`src/rtl/core/cft_pkg.sv`:
```
// Shared types, constants and helpers for the CSV field tokenizer.
`default_nettype none

package cft_pkg;

  // Default depth of the field store
  localparam int FIELD_DEPTH_DEF = 32;

  // Configuration port
  localparam int CFG_IDX_W = 2;
  localparam logic [CFG_IDX_W-1:0] CFG_QUOTE = 2'd0;
  localparam logic [CFG_IDX_W-1:0] CFG_DELIM = 2'd1;

  // Register reset values
  localparam logic [7:0] QUOTE_RST = 8'd34;
  localparam logic [7:0] DELIM_RST = 8'd44;

  // Character codes
  localparam logic [7:0] CH_BSLASH = 8'h5C;
  localparam logic [7:0] CH_N      = 8'h6E;
  localparam logic [7:0] CH_T      = 8'h74;
  localparam logic [7:0] CH_NL     = 8'h0A;
  localparam logic [7:0] CH_TAB    = 8'h09;
  localparam logic [7:0] CH_SPACE  = 8'h20;
  localparam logic [7:0] CH_CR     = 8'h0D;
  localparam logic [7:0] COL_MAX   = 8'hFF;

  // Quoting state
  typedef enum logic [1:0] {
    QM_OUT,
    QM_IN,
    QM_SEEN
  } qmode_t;

  // Controller state
  typedef enum logic [1:0] {
    ST_IDLE,
    ST_READ,
    ST_LOAD,
    ST_ONE
  } state_t;

  // Whitespace: space, tab, newline, vertical tab, form feed, carriage return
  function automatic logic is_ws(input logic [7:0] c);
    return (c == CH_SPACE) || ((c >= CH_TAB) && (c <= CH_CR));
  endfunction

endpackage

`default_nettype wire

```
`src/rtl/core/csv_field_tokenizer.sv`:
```
// CSV field tokenizer: character scanner, field store and field emitter.
//
//   channel | direction | signals                                   | transaction
//   in      | input     | in_byte, in_byte_present, in_line_last    | one character or line end
//   out     | output    | out_byte, out_byte_valid, out_field_done, | one field byte or marker
//           |           | out_line_done, out_column_index,          |
//           |           | out_field_truncated                       |
//   cfg     | input     | cfg_index, cfg_data                       | one register write
//
// An item that yields no result leaves the controller idle. An item that ends a
// field is followed, for each trimmed byte, by a read of the field store and then
// a load of the output register (the store read is registered); an empty field
// or a line end marker goes through the one-result state instead.
// Reset is synchronous, active low; the field store is not cleared, since only
// entries below the fill count are ever read.
// A stalled output holds the emitter; the input is taken only while idle, even
// when a finished result still waits in the output register.
`default_nettype none

module csv_field_tokenizer #(
  parameter int FIELD_DEPTH = cft_pkg::FIELD_DEPTH_DEF
) (
  input  wire logic                         clk,
  input  wire logic                         rst_n,
  // input characters
  input  wire logic                         in_valid,
  output logic                              in_ready,
  input  wire logic [7:0]                   in_byte,
  input  wire logic                         in_byte_present,
  input  wire logic                         in_line_last,
  // result bytes
  output logic                              out_valid,
  input  wire logic                         out_ready,
  output logic [7:0]                        out_byte,
  output logic                              out_byte_valid,
  output logic                              out_field_done,
  output logic                              out_line_done,
  output logic [7:0]                        out_column_index,
  output logic                              out_field_truncated,
  // configuration writes
  input  wire logic                         cfg_valid,
  output logic                              cfg_ready,
  input  wire logic [cft_pkg::CFG_IDX_W-1:0] cfg_index,
  input  wire logic [7:0]                   cfg_data
);

  import cft_pkg::*;

  localparam int AW = (FIELD_DEPTH > 1) ? $clog2(FIELD_DEPTH) : 1;
  localparam int CW = $clog2(FIELD_DEPTH + 1);
  localparam logic [CW-1:0] DEPTH_C = CW'(FIELD_DEPTH);

  // Configuration registers
  logic [7:0] quote_r;
  logic [7:0] delim_r;

  // Scanner state
  logic          esc_r, esc_nxt;
  qmode_t        qm_r, qm_nxt;
  logic          tok_r, tok_nxt;
  logic          skip_r, skip_nxt;
  logic [CW-1:0] fill_r, fill_nxt;
  logic [AW-1:0] first_r, first_nxt;
  logic [AW-1:0] last_r, last_nxt;
  logic          any_r, any_nxt;
  logic          ovf_r, ovf_nxt;
  logic [7:0]    col_r, col_nxt;

  // Field store
  logic [7:0]    store_mem [FIELD_DEPTH];
  logic          wr_en;
  logic [AW-1:0] wr_addr;
  logic [7:0]    wr_data;
  logic          rd_en;
  logic [7:0]    rd_data_r;

  // Emitter snapshot
  logic [AW-1:0] em_last_r, em_last_nxt;
  logic [7:0]    em_col_r, em_col_nxt;
  logic          em_trunc_r, em_trunc_nxt;
  logic          em_line_r, em_line_nxt;
  logic          em_fd_r, em_fd_nxt;
  logic [AW-1:0] em_first;
  logic          go_read;
  logic          go_one;

  // Controller
  state_t        state_r, state_nxt;
  logic [AW-1:0] rd_ptr_r, rd_ptr_nxt;

  // Output register
  logic          out_valid_r;
  logic [7:0]    out_byte_r, out_byte_nxt;
  logic          out_bv_r, out_bv_nxt;
  logic          out_fd_r, out_fd_nxt;
  logic          out_ld_r, out_ld_nxt;
  logic [7:0]    out_col_r, out_col_nxt;
  logic          out_tr_r, out_tr_nxt;
  logic          load_out;
  logic          slot_free;
  logic          in_acc;
  logic          ptr_done;

  assign in_ready  = (state_r == ST_IDLE);
  assign in_acc    = in_valid && in_ready;
  assign cfg_ready = 1'b1;
  assign slot_free = !out_valid_r || out_ready;
  assign ptr_done  = (rd_ptr_r == em_last_r);

  assign out_valid           = out_valid_r;
  assign out_byte            = out_byte_r;
  assign out_byte_valid      = out_bv_r;
  assign out_field_done      = out_fd_r;
  assign out_line_done       = out_ld_r;
  assign out_column_index    = out_col_r;
  assign out_field_truncated = out_tr_r;

  // Configuration writes
  always_ff @(posedge clk) begin
    if (!rst_n) begin
      quote_r <= QUOTE_RST;
      delim_r <= DELIM_RST;
    end else if (cfg_valid && cfg_ready) begin
      if (cfg_index == CFG_QUOTE) quote_r <= cfg_data;
      if (cfg_index == CFG_DELIM) delim_r <= cfg_data;
    end
  end

  // Scanner: next state for one accepted character
  always_comb begin
    logic         hit;
    logic         do_app;
    logic         do_delim;
    logic [7:0]   app_b;
    logic [7:0]   c;
    c        = in_byte;
    hit      = 1'b0;
    do_app   = 1'b0;
    do_delim = 1'b0;
    app_b    = c;

    esc_nxt  = esc_r;
    qm_nxt   = qm_r;
    tok_nxt  = tok_r;
    skip_nxt = skip_r;
    fill_nxt = fill_r;
    first_nxt = first_r;
    last_nxt = last_r;
    any_nxt  = any_r;
    ovf_nxt  = ovf_r;
    col_nxt  = col_r;
    wr_en    = 1'b0;
    wr_addr  = fill_r[AW-1:0];
    wr_data  = app_b;

    em_first     = first_r;
    em_last_nxt  = last_r;
    em_col_nxt   = col_r;
    em_trunc_nxt = ovf_r;
    em_line_nxt  = in_line_last;
    em_fd_nxt    = 1'b1;
    go_read      = 1'b0;
    go_one       = 1'b0;

    // character classification
    if (in_byte_present && !(skip_r && is_ws(c))) begin
      skip_nxt = 1'b0;
      if (qm_r == QM_SEEN) begin
        if (c == quote_r) begin
          do_app  = 1'b1;
          tok_nxt = 1'b1;
          qm_nxt  = QM_IN;
          hit     = 1'b1;
        end else begin
          qm_nxt = QM_OUT;
        end
      end
      if (!hit) begin
        priority if (!esc_r && c == CH_BSLASH) begin
          esc_nxt = 1'b1;
        end else if (esc_r) begin
          if (c == CH_N)      app_b = CH_NL;
          else if (c == CH_T) app_b = CH_TAB;
          do_app  = 1'b1;
          tok_nxt = 1'b1;
          esc_nxt = 1'b0;
        end else if (qm_nxt == QM_OUT && fill_r == '0 && quote_r != 8'd0
                     && c == quote_r) begin
          qm_nxt  = QM_IN;
          tok_nxt = 1'b1;
        end else if (qm_nxt == QM_IN && c == quote_r) begin
          qm_nxt = QM_SEEN;
        end else if (qm_nxt == QM_OUT && c == delim_r) begin
          do_delim = 1'b1;
        end else begin
          do_app  = 1'b1;
          tok_nxt = 1'b1;
        end
      end
    end

    // append into the field store, tracking the trim window
    wr_data = app_b;
    if (do_app) begin
      if (fill_r < DEPTH_C) begin
        wr_en = 1'b1;
        if (!is_ws(app_b)) begin
          if (!any_r) first_nxt = fill_r[AW-1:0];
          last_nxt = fill_r[AW-1:0];
          any_nxt  = 1'b1;
        end
        fill_nxt = fill_r + 1'b1;
      end else begin
        ovf_nxt = 1'b1;
      end
    end

    // field end: delimiter, or line end with a token under way
    if (do_delim || (in_line_last && tok_nxt)) begin
      em_first     = first_nxt;
      em_last_nxt  = last_nxt;
      em_trunc_nxt = ovf_nxt;
      em_col_nxt   = col_r;
      em_fd_nxt    = 1'b1;
      go_read      = any_nxt;
      go_one       = !any_nxt;
    end else if (in_line_last) begin
      // line end marker
      em_trunc_nxt = 1'b0;
      em_fd_nxt    = 1'b0;
      go_one       = 1'b1;
    end

    if (do_delim) begin
      if (col_r != COL_MAX) col_nxt = col_r + 8'd1;
      skip_nxt = 1'b1;
    end
    if (do_delim || in_line_last) begin
      fill_nxt  = '0;
      first_nxt = '0;
      last_nxt  = '0;
      any_nxt   = 1'b0;
      ovf_nxt   = 1'b0;
      tok_nxt   = 1'b0;
    end
    if (in_line_last) begin
      esc_nxt  = 1'b0;
      qm_nxt   = QM_OUT;
      skip_nxt = 1'b0;
      col_nxt  = 8'd0;
    end
  end

  // Scanner registers
  always_ff @(posedge clk) begin
    if (!rst_n) begin
      esc_r   <= 1'b0;
      qm_r    <= QM_OUT;
      tok_r   <= 1'b0;
      skip_r  <= 1'b0;
      fill_r  <= '0;
      first_r <= '0;
      last_r  <= '0;
      any_r   <= 1'b0;
      ovf_r   <= 1'b0;
      col_r   <= 8'd0;
    end else if (in_acc) begin
      esc_r   <= esc_nxt;
      qm_r    <= qm_nxt;
      tok_r   <= tok_nxt;
      skip_r  <= skip_nxt;
      fill_r  <= fill_nxt;
      first_r <= first_nxt;
      last_r  <= last_nxt;
      any_r   <= any_nxt;
      ovf_r   <= ovf_nxt;
      col_r   <= col_nxt;
    end
  end

  // Emitter snapshot, taken on every accepted transaction; used when it ends a field or a line
  always_ff @(posedge clk) begin
    if (in_acc) begin
      em_last_r  <= em_last_nxt;
      em_col_r   <= em_col_nxt;
      em_trunc_r <= em_trunc_nxt;
      em_line_r  <= em_line_nxt;
      em_fd_r    <= em_fd_nxt;
    end
  end

  // Field store: one write port, one registered read port
  always_ff @(posedge clk) begin
    if (in_acc && wr_en) store_mem[wr_addr] <= wr_data;
    if (rd_en) rd_data_r <= store_mem[rd_ptr_r];
  end

  // Controller: next state and output loads
  always_comb begin
    state_nxt    = state_r;
    rd_ptr_nxt   = rd_ptr_r;
    rd_en        = 1'b0;
    load_out     = 1'b0;
    out_byte_nxt = 8'd0;
    out_bv_nxt   = 1'b0;
    out_fd_nxt   = em_fd_r;
    out_ld_nxt   = em_line_r;
    out_col_nxt  = em_col_r;
    out_tr_nxt   = em_trunc_r;
    unique case (state_r)
      ST_IDLE: begin
        if (in_acc) begin
          rd_ptr_nxt = em_first;
          if (go_read)     state_nxt = ST_READ;
          else if (go_one) state_nxt = ST_ONE;
        end
      end
      ST_READ: begin
        rd_en     = 1'b1;
        state_nxt = ST_LOAD;
      end
      ST_LOAD: begin
        out_byte_nxt = rd_data_r;
        out_bv_nxt   = 1'b1;
        out_fd_nxt   = ptr_done;
        out_ld_nxt   = ptr_done && em_line_r;
        if (slot_free) begin
          load_out = 1'b1;
          if (ptr_done) begin
            state_nxt = ST_IDLE;
          end else begin
            rd_ptr_nxt = rd_ptr_r + 1'b1;
            state_nxt  = ST_READ;
          end
        end
      end
      ST_ONE: begin
        if (slot_free) begin
          load_out  = 1'b1;
          state_nxt = ST_IDLE;
        end
      end
      default: state_nxt = ST_IDLE;
    endcase
  end

  // Controller registers
  always_ff @(posedge clk) begin
    if (!rst_n) begin
      state_r  <= ST_IDLE;
      rd_ptr_r <= '0;
    end else begin
      state_r  <= state_nxt;
      rd_ptr_r <= rd_ptr_nxt;
    end
  end

  // Output register
  always_ff @(posedge clk) begin
    if (!rst_n) begin
      out_valid_r <= 1'b0;
    end else if (load_out) begin
      out_valid_r <= 1'b1;
    end else if (out_ready) begin
      out_valid_r <= 1'b0;
    end
  end

  always_ff @(posedge clk) begin
    if (load_out) begin
      out_byte_r <= out_byte_nxt;
      out_bv_r   <= out_bv_nxt;
      out_fd_r   <= out_fd_nxt;
      out_ld_r   <= out_ld_nxt;
      out_col_r  <= out_col_nxt;
      out_tr_r   <= out_tr_nxt;
    end
  end

  // Fill count never passes the store depth
  a_fill_bound: assert property (@(posedge clk) disable iff (!rst_n)
    fill_r <= DEPTH_C)
    else $error("fill count beyond field store depth");

  // Trim window lies inside the filled part of the store
  a_trim_window: assert property (@(posedge clk) disable iff (!rst_n)
    any_r |-> (first_r <= last_r) && ({1'b0, last_r} < {1'b0, fill_r}))
    else $error("trim window outside filled entries");

  // Emitter never reads past the last kept byte
  a_ptr_bound: assert property (@(posedge clk) disable iff (!rst_n)
    (state_r == ST_READ || state_r == ST_LOAD) |-> rd_ptr_r <= em_last_r)
    else $error("read pointer past end of field");

  // Line end returns per-line state to its reset values
  a_line_clear: assert property (@(posedge clk) disable iff (!rst_n)
    (in_acc && in_line_last) |=> (col_r == 8'd0 && fill_r == '0 && qm_r == QM_OUT
                                  && !esc_r && !tok_r))
    else $error("per-line state not cleared at line end");

  // A loaded result never overwrites one still waiting
  a_no_overwrite: assert property (@(posedge clk) disable iff (!rst_n)
    load_out |-> (!out_valid_r || out_ready))
    else $error("output register overwritten");

endmodule

`default_nettype wire

```
`config.mk`:
```
export PLATFORM = sky130hd
export DESIGN_NAME = csv_field_tokenizer
export DESIGN_NICKNAME = d
export VERILOG_FILES = /design/src/rtl/core/cft_pkg.sv /design/src/rtl/core/csv_field_tokenizer.sv
export SDC_FILE = /design/constraint.sdc
export NUM_CORES = 1
export LEC_CHECK = 0
export ABC_AREA = 1
export BUFFER_PORTS_ARGS = -buffer_cell sky130_fd_sc_hd__buf_2
export CAP_MARGIN = 20
export CORE_MARGIN = 3
export CORE_UTILIZATION = 56
export CTS_CLUSTER_DIAMETER = 50
export DETAILED_ROUTE_END_ITERATION = 7
export PLACE_DENSITY = 0.76
export SLEW_MARGIN = 30
export SYNTH_ARGS = -nofsm -noshare
export SYNTH_HDL_FRONTEND = slang
export SYNTH_SLANG_ARGS = --single-unit
```
`constraint.sdc`:
```
create_clock -name clk -period 3 [get_ports clk]
set_input_delay 0.3 -clock clk [delete_from_list [all_inputs] [get_ports clk]]
set_output_delay 0.3 -clock clk [all_outputs]
set_load 0.03 [all_outputs]
```
Word-level counts from Yosys, hierarchy flattened
Memories as Yosys holds them, arrays and structs flattened. A register that Yosys moved wholly into a read port is not among the register bits.
Index checks and enable logic that the tools add are counted.
{"block": "word_totals", "ram_bits": 256, "reg_bits": 91, "output_inout_bits": 23, "latch_bits": 0, "mem_count": 1, "in_bits": 25, "romBits": 0}
{"name": "store_mem", "words": 32, "width": 8, "rd": 1, "rd_clocked_by_memory_dff": 1, "wr": 1, "line": "csv_field_tokenizer.sv:70", "rtl": "logic [7:0] store_mem [FIELD_DEPTH];"}
{"block": "op_classes", "mul": 0, "div": 0, "n_shift": 0, "mux": 103, "reduce_logical": 46, "n_bitwise": 0, "magnitude_cmp": 5, "n_addsub": 3, "n_eq_ne": 21}
{"op": "$mux 8", "count": 9}
{"op": "$mux 5", "count": 14}
{"op": "$mux 1", "count": 61}
{"op": "$mux 2", "count": 14}
{"op": "$eq 8x7->1 const B", "count": 3}
{"op": "$mux 6", "count": 3}
{"op": "$eq 8x6->1 const B", "count": 2}
{"op": "$eq 8x8->1", "count": 2}
{"op": "$ge 8x4->1 const B", "count": 2}
{"op": "$le 8x4->1 const B", "count": 2}
{"op": "$logic_and 1x1->1", "count": 14}
{"op": "$reduce_bool 2->1", "count": 7}
{"op": "$pmux 5 s2", "count": 1}
{"op": "$reduce_and 3->1", "count": 3}
{"op": "$add 8x1->8 const B", "count": 1}
{"op": "$ne 2x2->1 const B", "count": 4}
{"op": "$ne 8x8->1 const B", "count": 1}
{"op": "$pmux 2 s4", "count": 1}
{"op": "$reduce_and 2->1", "count": 4}
{"op": "$reduce_and 4->1", "count": 2}
{"op": "$reduce_bool 8->1", "count": 1}
{"op": "$add 6x1->6 const B", "count": 1}
{"op": "$eq 2x1->1 const B", "count": 3}
{"op": "$eq 2x2->1 const B", "count": 3}
{"op": "other kinds (11)", "count": 20}

Longest topological paths before layout
{"block": "depth", "ltp_word": 23, "depth_mapped": 18, "ltp_nobuf": 17}

Worst setup path after synthesis
No wires, ideal clock.
{"block": "synth_path", "path_kind": "register to register", "startpoint": "register state_r[1]", "endpoint": "memory store_mem[24][0], enable pin", "setup_time_ns": 0.370, "stages_incl_launch_ff": 8, "arrival_time_ns": 3.015, "path_buffers": 0, "slack_ns": -0.385, "synth_period_minus_slack_ns": 3.385, "path_cell_list": "dfxtp_1 -> nor2_1 -> inv_1 -> nor2_1 -> inv_1 -> nor2_1 -> nand2_1 -> nor2_1"}
{"block": "synth_via", "elab_chain_len": 5}
{"item": "start: declaration", "line": "csv_field_tokenizer.sv:88", "rtl": "state_t state_r, state_nxt;"}
{"item": "start signal: assignment", "line": "csv_field_tokenizer.sv:353", "rtl": "state_r <= state_nxt;"}
{"item": "$logic_not 2->1", "line": "csv_field_tokenizer.sv:104", "rtl": "assign in_ready = (state_r == ST_IDLE);"}
{"item": "via in_ready", "line": "csv_field_tokenizer.sv:27", "rtl": "output logic in_ready,"}
{"item": "$logic_and 1x1->1", "line": "csv_field_tokenizer.sv:105", "rtl": "assign in_acc = in_valid && in_ready;"}
{"item": "via in_acc", "line": "csv_field_tokenizer.sv:101", "rtl": "logic in_acc;"}
{"item": "$logic_and 1x1->1", "line": "csv_field_tokenizer.sv:294", "rtl": "if (in_acc && wr_en) store_mem[wr_addr] <= wr_data;"}
{"item": "$mux 1", "line": "csv_field_tokenizer.sv:294"}
{"item": "$mux 1 (implied by the code)", "line": "csv_field_tokenizer.sv:294"}
{"item": "end: declaration", "line": "csv_field_tokenizer.sv:70"}
The timed path passes the listed nets, and every way through them passes these cells.

Worst setup path in the final report
{"block": "layout_path", "startpoint": "register quote_r[5]", "endpoint": "memory store_mem[11][6], enable pin"}
{"block": "layout_via", "elab_chain_len": 17, "word_cells_on_any_way": 26, "classes_between": "eq/ne: 2; mux: 16; reduce/logical: 8"}
{"item": "start: declaration", "line": "csv_field_tokenizer.sv:54", "rtl": "logic [7:0] quote_r;"}
{"item": "start signal: assignment", "line": "csv_field_tokenizer.sv:124", "rtl": "if (cfg_index == CFG_QUOTE) quote_r <= cfg_data;"}
{"item": "$eq 8x8->1", "line": "csv_field_tokenizer.sv:169, csv_field_tokenizer.sv:188, csv_field_tokenizer.sv:191"}
{"item": "$mux 1", "line": "csv_field_tokenizer.sv:169", "rtl": "if (c == quote_r) begin"}
{"item": "$mux 2", "line": "csv_field_tokenizer.sv:168", "rtl": "if (qm_r == QM_SEEN) begin"}
{"item": "$mux 2", "line": "csv_field_tokenizer.sv:166", "rtl": "if (in_byte_present && !(skip_r && is_ws(c))) begin"}
{"item": "$logic_not 2->1", "line": "csv_field_tokenizer.sv:187, csv_field_tokenizer.sv:193"}
{"item": "$logic_and 1x1->1 (on tied branches)", "line": "csv_field_tokenizer.sv:193, csv_field_tokenizer.sv:187"}
{"item": "$mux 1 / $logic_and 1x1->1 (equally long branches)", "line": "csv_field_tokenizer.sv:193, csv_field_tokenizer.sv:187"}
{"item": "$mux 1 / $logic_and 1x1->1 (equally long branches)", "line": "csv_field_tokenizer.sv:191, csv_field_tokenizer.sv:188"}
{"item": "$mux 1", "line": "csv_field_tokenizer.sv:187", "rtl": "end else if (qm_nxt == QM_OUT && fill_r == '0 && quote_r != 8'd0"}
{"item": "$mux 1", "line": "csv_field_tokenizer.sv:181", "rtl": "end else if (esc_r) begin"}
{"item": "$mux 1", "line": "csv_field_tokenizer.sv:179", "rtl": "priority if (!esc_r && c == CH_BSLASH) begin"}
{"item": "$mux 1 *", "line": "csv_field_tokenizer.sv:178", "rtl": "if (!hit) begin"}
{"item": "$mux 1 *", "line": "csv_field_tokenizer.sv:166"}
{"item": "$mux 1 *", "line": "csv_field_tokenizer.sv:204", "rtl": "if (do_app) begin"}
{"item": "$logic_and 1x1->1 *", "line": "csv_field_tokenizer.sv:294"}
{"item": "$mux 1 *", "line": "csv_field_tokenizer.sv:294"}
{"item": "$mux 1 (implied by the code) *", "line": "csv_field_tokenizer.sv:294"}
Mark *: on every way between the ends. The rest lies on a longest branch, timed or not. The select of a mux whose other input is x is not followed.

==> results.json <==
{
  "crit_family": "simple AND/OR/NAND/NOR gates",
  "pwr-share-comb_pct": 15.5,
  "grt_max_degree": 133,
  "die_x_um": 169,
  "path_class": "reg2reg",
  "slowest_delay_ns": 0.36,
  "powerDensity_nw_per_um2": 684,
  "drtPass1Iterations": 6,
  "r2r_setup_slack_ns": 0.26,
  "drive_gt1_share_pct": 13.7,
  "min_path_type": "in2reg",
  "synthFlopType": "edfxtp_1",
  "synth_enable_flop_cells": 300,
  "syn-num-nets": 1384,
  "cp.required_ns": 3.23,
  "clk-insertion-delay-late_ns": 0.52,
  "synth_area_um2": 14900,
  "finalSetupTns_ns": 0,
  "arrival_ns": 2.97,
  "skew_ns": 0.00833,
  "ys_ff_latch": 355,
  "drc": 0,
  "antenna_found_initial": 0,
  "internal_power_w": 0.00835,
  "htreeDepth": 2,
  "worstMarginPinSlew_ns": 0.887,
  "design_area_um2": 16900,
  "viasPerCell": 5.95,
  "wire_per_inst_um": 20.1,
  "syn_inst": 1353,
  "async_reset_ff_share_pct": 0,
  "swShare_pct": 27.9,
  "track_usage_pct": 25.4,
  "cp-startpoint": "quote_r[5]",
  "path_buf_inv": 3,
  "start_util_pct": 57.1,
  "maxCapViolCount": 0,
  "peakVddDrop_uv": 431,
  "fmax_mhz": 365,
  "seqPwrFrac_pct": 48.2,
  "setup-violations-final": 0,
  "design.core.area_um2": 26100,
  "synth_common_cells": "300 x edfxtp_1, 219 x nor2_1, 177 x nand2_1",
  "ant_nets": 0,
  "path_clk_slew_ns": 0.06,
  "syn_area_per_cell_um2": 11.0,
  "r2r_end": "store_mem[11][6]",
  "fillCellCount": 1966,
  "grt_pass1_wl_mm": 56.8,
  "end_kind": "register",
  "cts_tree": "done",
  "synth_top_cell_area_share_pct": 60.6,
  "p_clk_share_pct": 36.4,
  "grt_overflow": 0,
  "placementRows": 59,
  "area_growth_pct": 13.8,
  "path_max_fanout": 8,
  "cts_root_buffer": "clkbuf_16",
  "synth.yosys.seq_area_share_pct": 68.0,
  "routed_wl_mm": 36.2,
  "synth_top_cell_by_area": "edfxtp_1",
  "dieArea_um2": 28600,
  "dp_hpwl_mm": 23.2,
  "cts_sinks": 355,
  "relSlewSlack_pct": 40.6,
  "clock_path_buffers": 3,
  "netSwitchingPower_w": 0.00323,
  "die_h_um": 169,
  "cp.depth": 16,
  "gp_congestion": 0.930,
  "fin_nets": 1469,
  "crit_end": "store_mem[11][6]",
  "yosysMostFrequentCell": "edfxtp_1",
  "crit_path_frequent_cell": "nand2_1",
  "finalCritPeriodShare_pct": 91.4,
  "rsz0062_at_grt": "false",
  "rr_worst_depth": 16,
  "synth.distinct_cells": 43,
  "whs_ns": 0.0186,
  "drv_slew": 0,
  "numCtsBuffers": 37,
  "slowest_stage": "dfxtp_1",
  "ys_warn_count": 0,
  "num_io_pins": 48,
  "drtIter0Drc": 1360,
  "postCtsSetupBuffers": 0,
  "cp-start-kind": "register",
  "reg2reg_from": "quote_r[5]",
  "path_cells": "inv_1 -> nand2_1 -> nand2_1 -> nor2_1 -> nand2_1 -> nor2_4 -> nand2_2 -> nand3_1 -> nand2_1 -> o21ai_1 -> nand3_2 -> nor2_2 -> nand2_1 -> buf_4 -> nor2_1 -> buf_4",
  "place_area_um2": 15800,
  "power.leakage_nw": 6.05,
  "grt_pass1_vias": 10400,
  "finalHoldViolCount": 0,
  "io_buffers": 46,
  "synth_area_leaders": "edfxtp_1 61%, dfxtp_1 7.4%, nor2_1 5.5%",
  "vias": 10700,
  "status": "finished clean",
  "diodes": 0,
  "period_needed_ns": 2.74
}
-- how the worst min path moves through the flow --
stage | from | to | slack (ns) | depth (start not counted)
5_1_grt | cfg_data[5] | delim_r[5] | 0.02 | 3
6_report | cfg_data[5] | delim_r[5] | 0.02 | 3
4_1_cts | cfg_data[5] | delim_r[5] | 0.008 | 3
2_1_floorplan | in_line_last | em_line_r | 0.40 | 0
3_5_place_dp | em_col_r[0] | out_column_index[0] | 0.41 | 0
3_3_place_gp | em_col_r[2] | out_column_index[2] | 0.40 | 0
-- power by group through the flow --
| stage | Combinational [W] | Sequential (W) | Clock (W) |
|---|---|---|---|
| after floorplan | 0.00109 | 0.00572 | 0 |
| after global placement | 0.00172 | 0.00567 | 0 |
| after detailed placement | 0.00175 | 0.00568 | 0 |
| after CTS | 0.00176 | 0.00558 | 0.00426 |
| after global routing | 0.00196 | 0.00559 | 0.00448 |
| final | 0.00179 | 0.00558 | 0.00421 |
-- state kept, by name, summed over array words and instances (netlist names), 6 cells and up --
| name | cells |
|---|---|
| store_mem | 256 |
| fill_r | 6 |
| out_byte | 8 |
| em_col_r | 8 |
| col_r | 8 |
| rd_data_r | 8 |
| delim_r | 8 |
| out_column_index | 8 |
| quote_r | 8 |
-- timing repair --
| action | in CTS | in global routing |
|---|---|---|
| hold buffers | 2 | 0 |
| resized for setup | 0 | 1 |
| hold endpoints to repair | 2 | 0 |
| setup endpoints to repair | 0 | 52 |
-- area by class of cell --
type | count | area, um^2 | area share, %
flip-flops and latches | 355 | 10100 | 59.8
well taps | 335 | 419 | 2.48
repair buffers | 111 | 748 | 4.42
clock inverters | 19 | 124 | 0.732
clock buffers | 48 | 987 | 5.83
multi-input cells | 836 | 4160 | 24.6
inverters | 97 | 365 | 2.16
-- per-layer routing --
layer | routed length, um | track usage [%]
met2 | 17200 | 40.9
met1 | 14700 | 35.6
met3 | 3210 | 4.46
met4 | 1090 | 8.47
met5 | 0 | 0
-- kinds of logic (layout without fill, tap and decap cells) --
| family | count (synthesis) | count (layout) | share of synthesized area (%) |
|---|---|---|---|
| simple gates | 499 | 499 | 14.2 |
| flops | 355 | 355 | 68.0 |
| compound gates | 311 | 311 | 12.0 |
| buf+inv | 162 | 275 | 4.19 |
| xor+xnor | 19 | 19 | 1.12 |
| fa+ha+maj | 6 | 6 | 0.505 |
| other cells | 1 | 1 | 0.0252 |
-- worst register-to-register path, stage by stage, from the launching register on --
cell and delay (ns):
dfxtp_1 0.36, inv_1 0.07, nand2_1 0.07, nand2_1 0.05, nor2_1 0.10, nand2_1 0.10
nor2_4 0.12, nand2_2 0.11, nand3_1 0.11, nand2_1 0.09, o21ai_1 0.15, nand3_2 0.15
nor2_2 0.21, nand2_1 0.11, buf_4 0.18, nor2_1 0.23, buf_4 0.23
-- per-stage QoR --
| stage | setup slack [ns] | cells | util (%) | total power, W |
|---|---|---|---|---|
| 2_1_floorplan | 0.247 | 1353 | - | 0.00681 |
| 3_3_place_gp | 0.132 | 1732 | 60.6 | 0.00740 |
| 3_5_place_dp | 0.0332 | 1732 | 60.6 | 0.00743 |
| 4_1_cts | 0.195 | 1801 | 64.9 | 0.0116 |
| 5_1_grt | 0.0229 | 1801 | 64.9 | 0.0120 |
| 6_report | 0.259 | 1801 | 64.9 | 0.0116 |
-- placed cells by master, fill, tap and decap left out, types with 26 or more instances in the layout --
| cell | count |
|---|---|
| edfxtp_1 | 300 |
| nor2_1 | 216 |
| nand2_1 | 177 |
| o21ai_0 | 154 |
| inv_1 | 83 |
| buf_4 | 61 |
| a21oi_1 | 56 |
| dfxtp_1 | 53 |
| nand3_1 | 52 |
| buf_2 | 46 |
| o22ai_1 | 38 |
| clkbuf_16 | 37 |
| o221ai_1 | 26 |
Power figures use the tool's default switching activity.
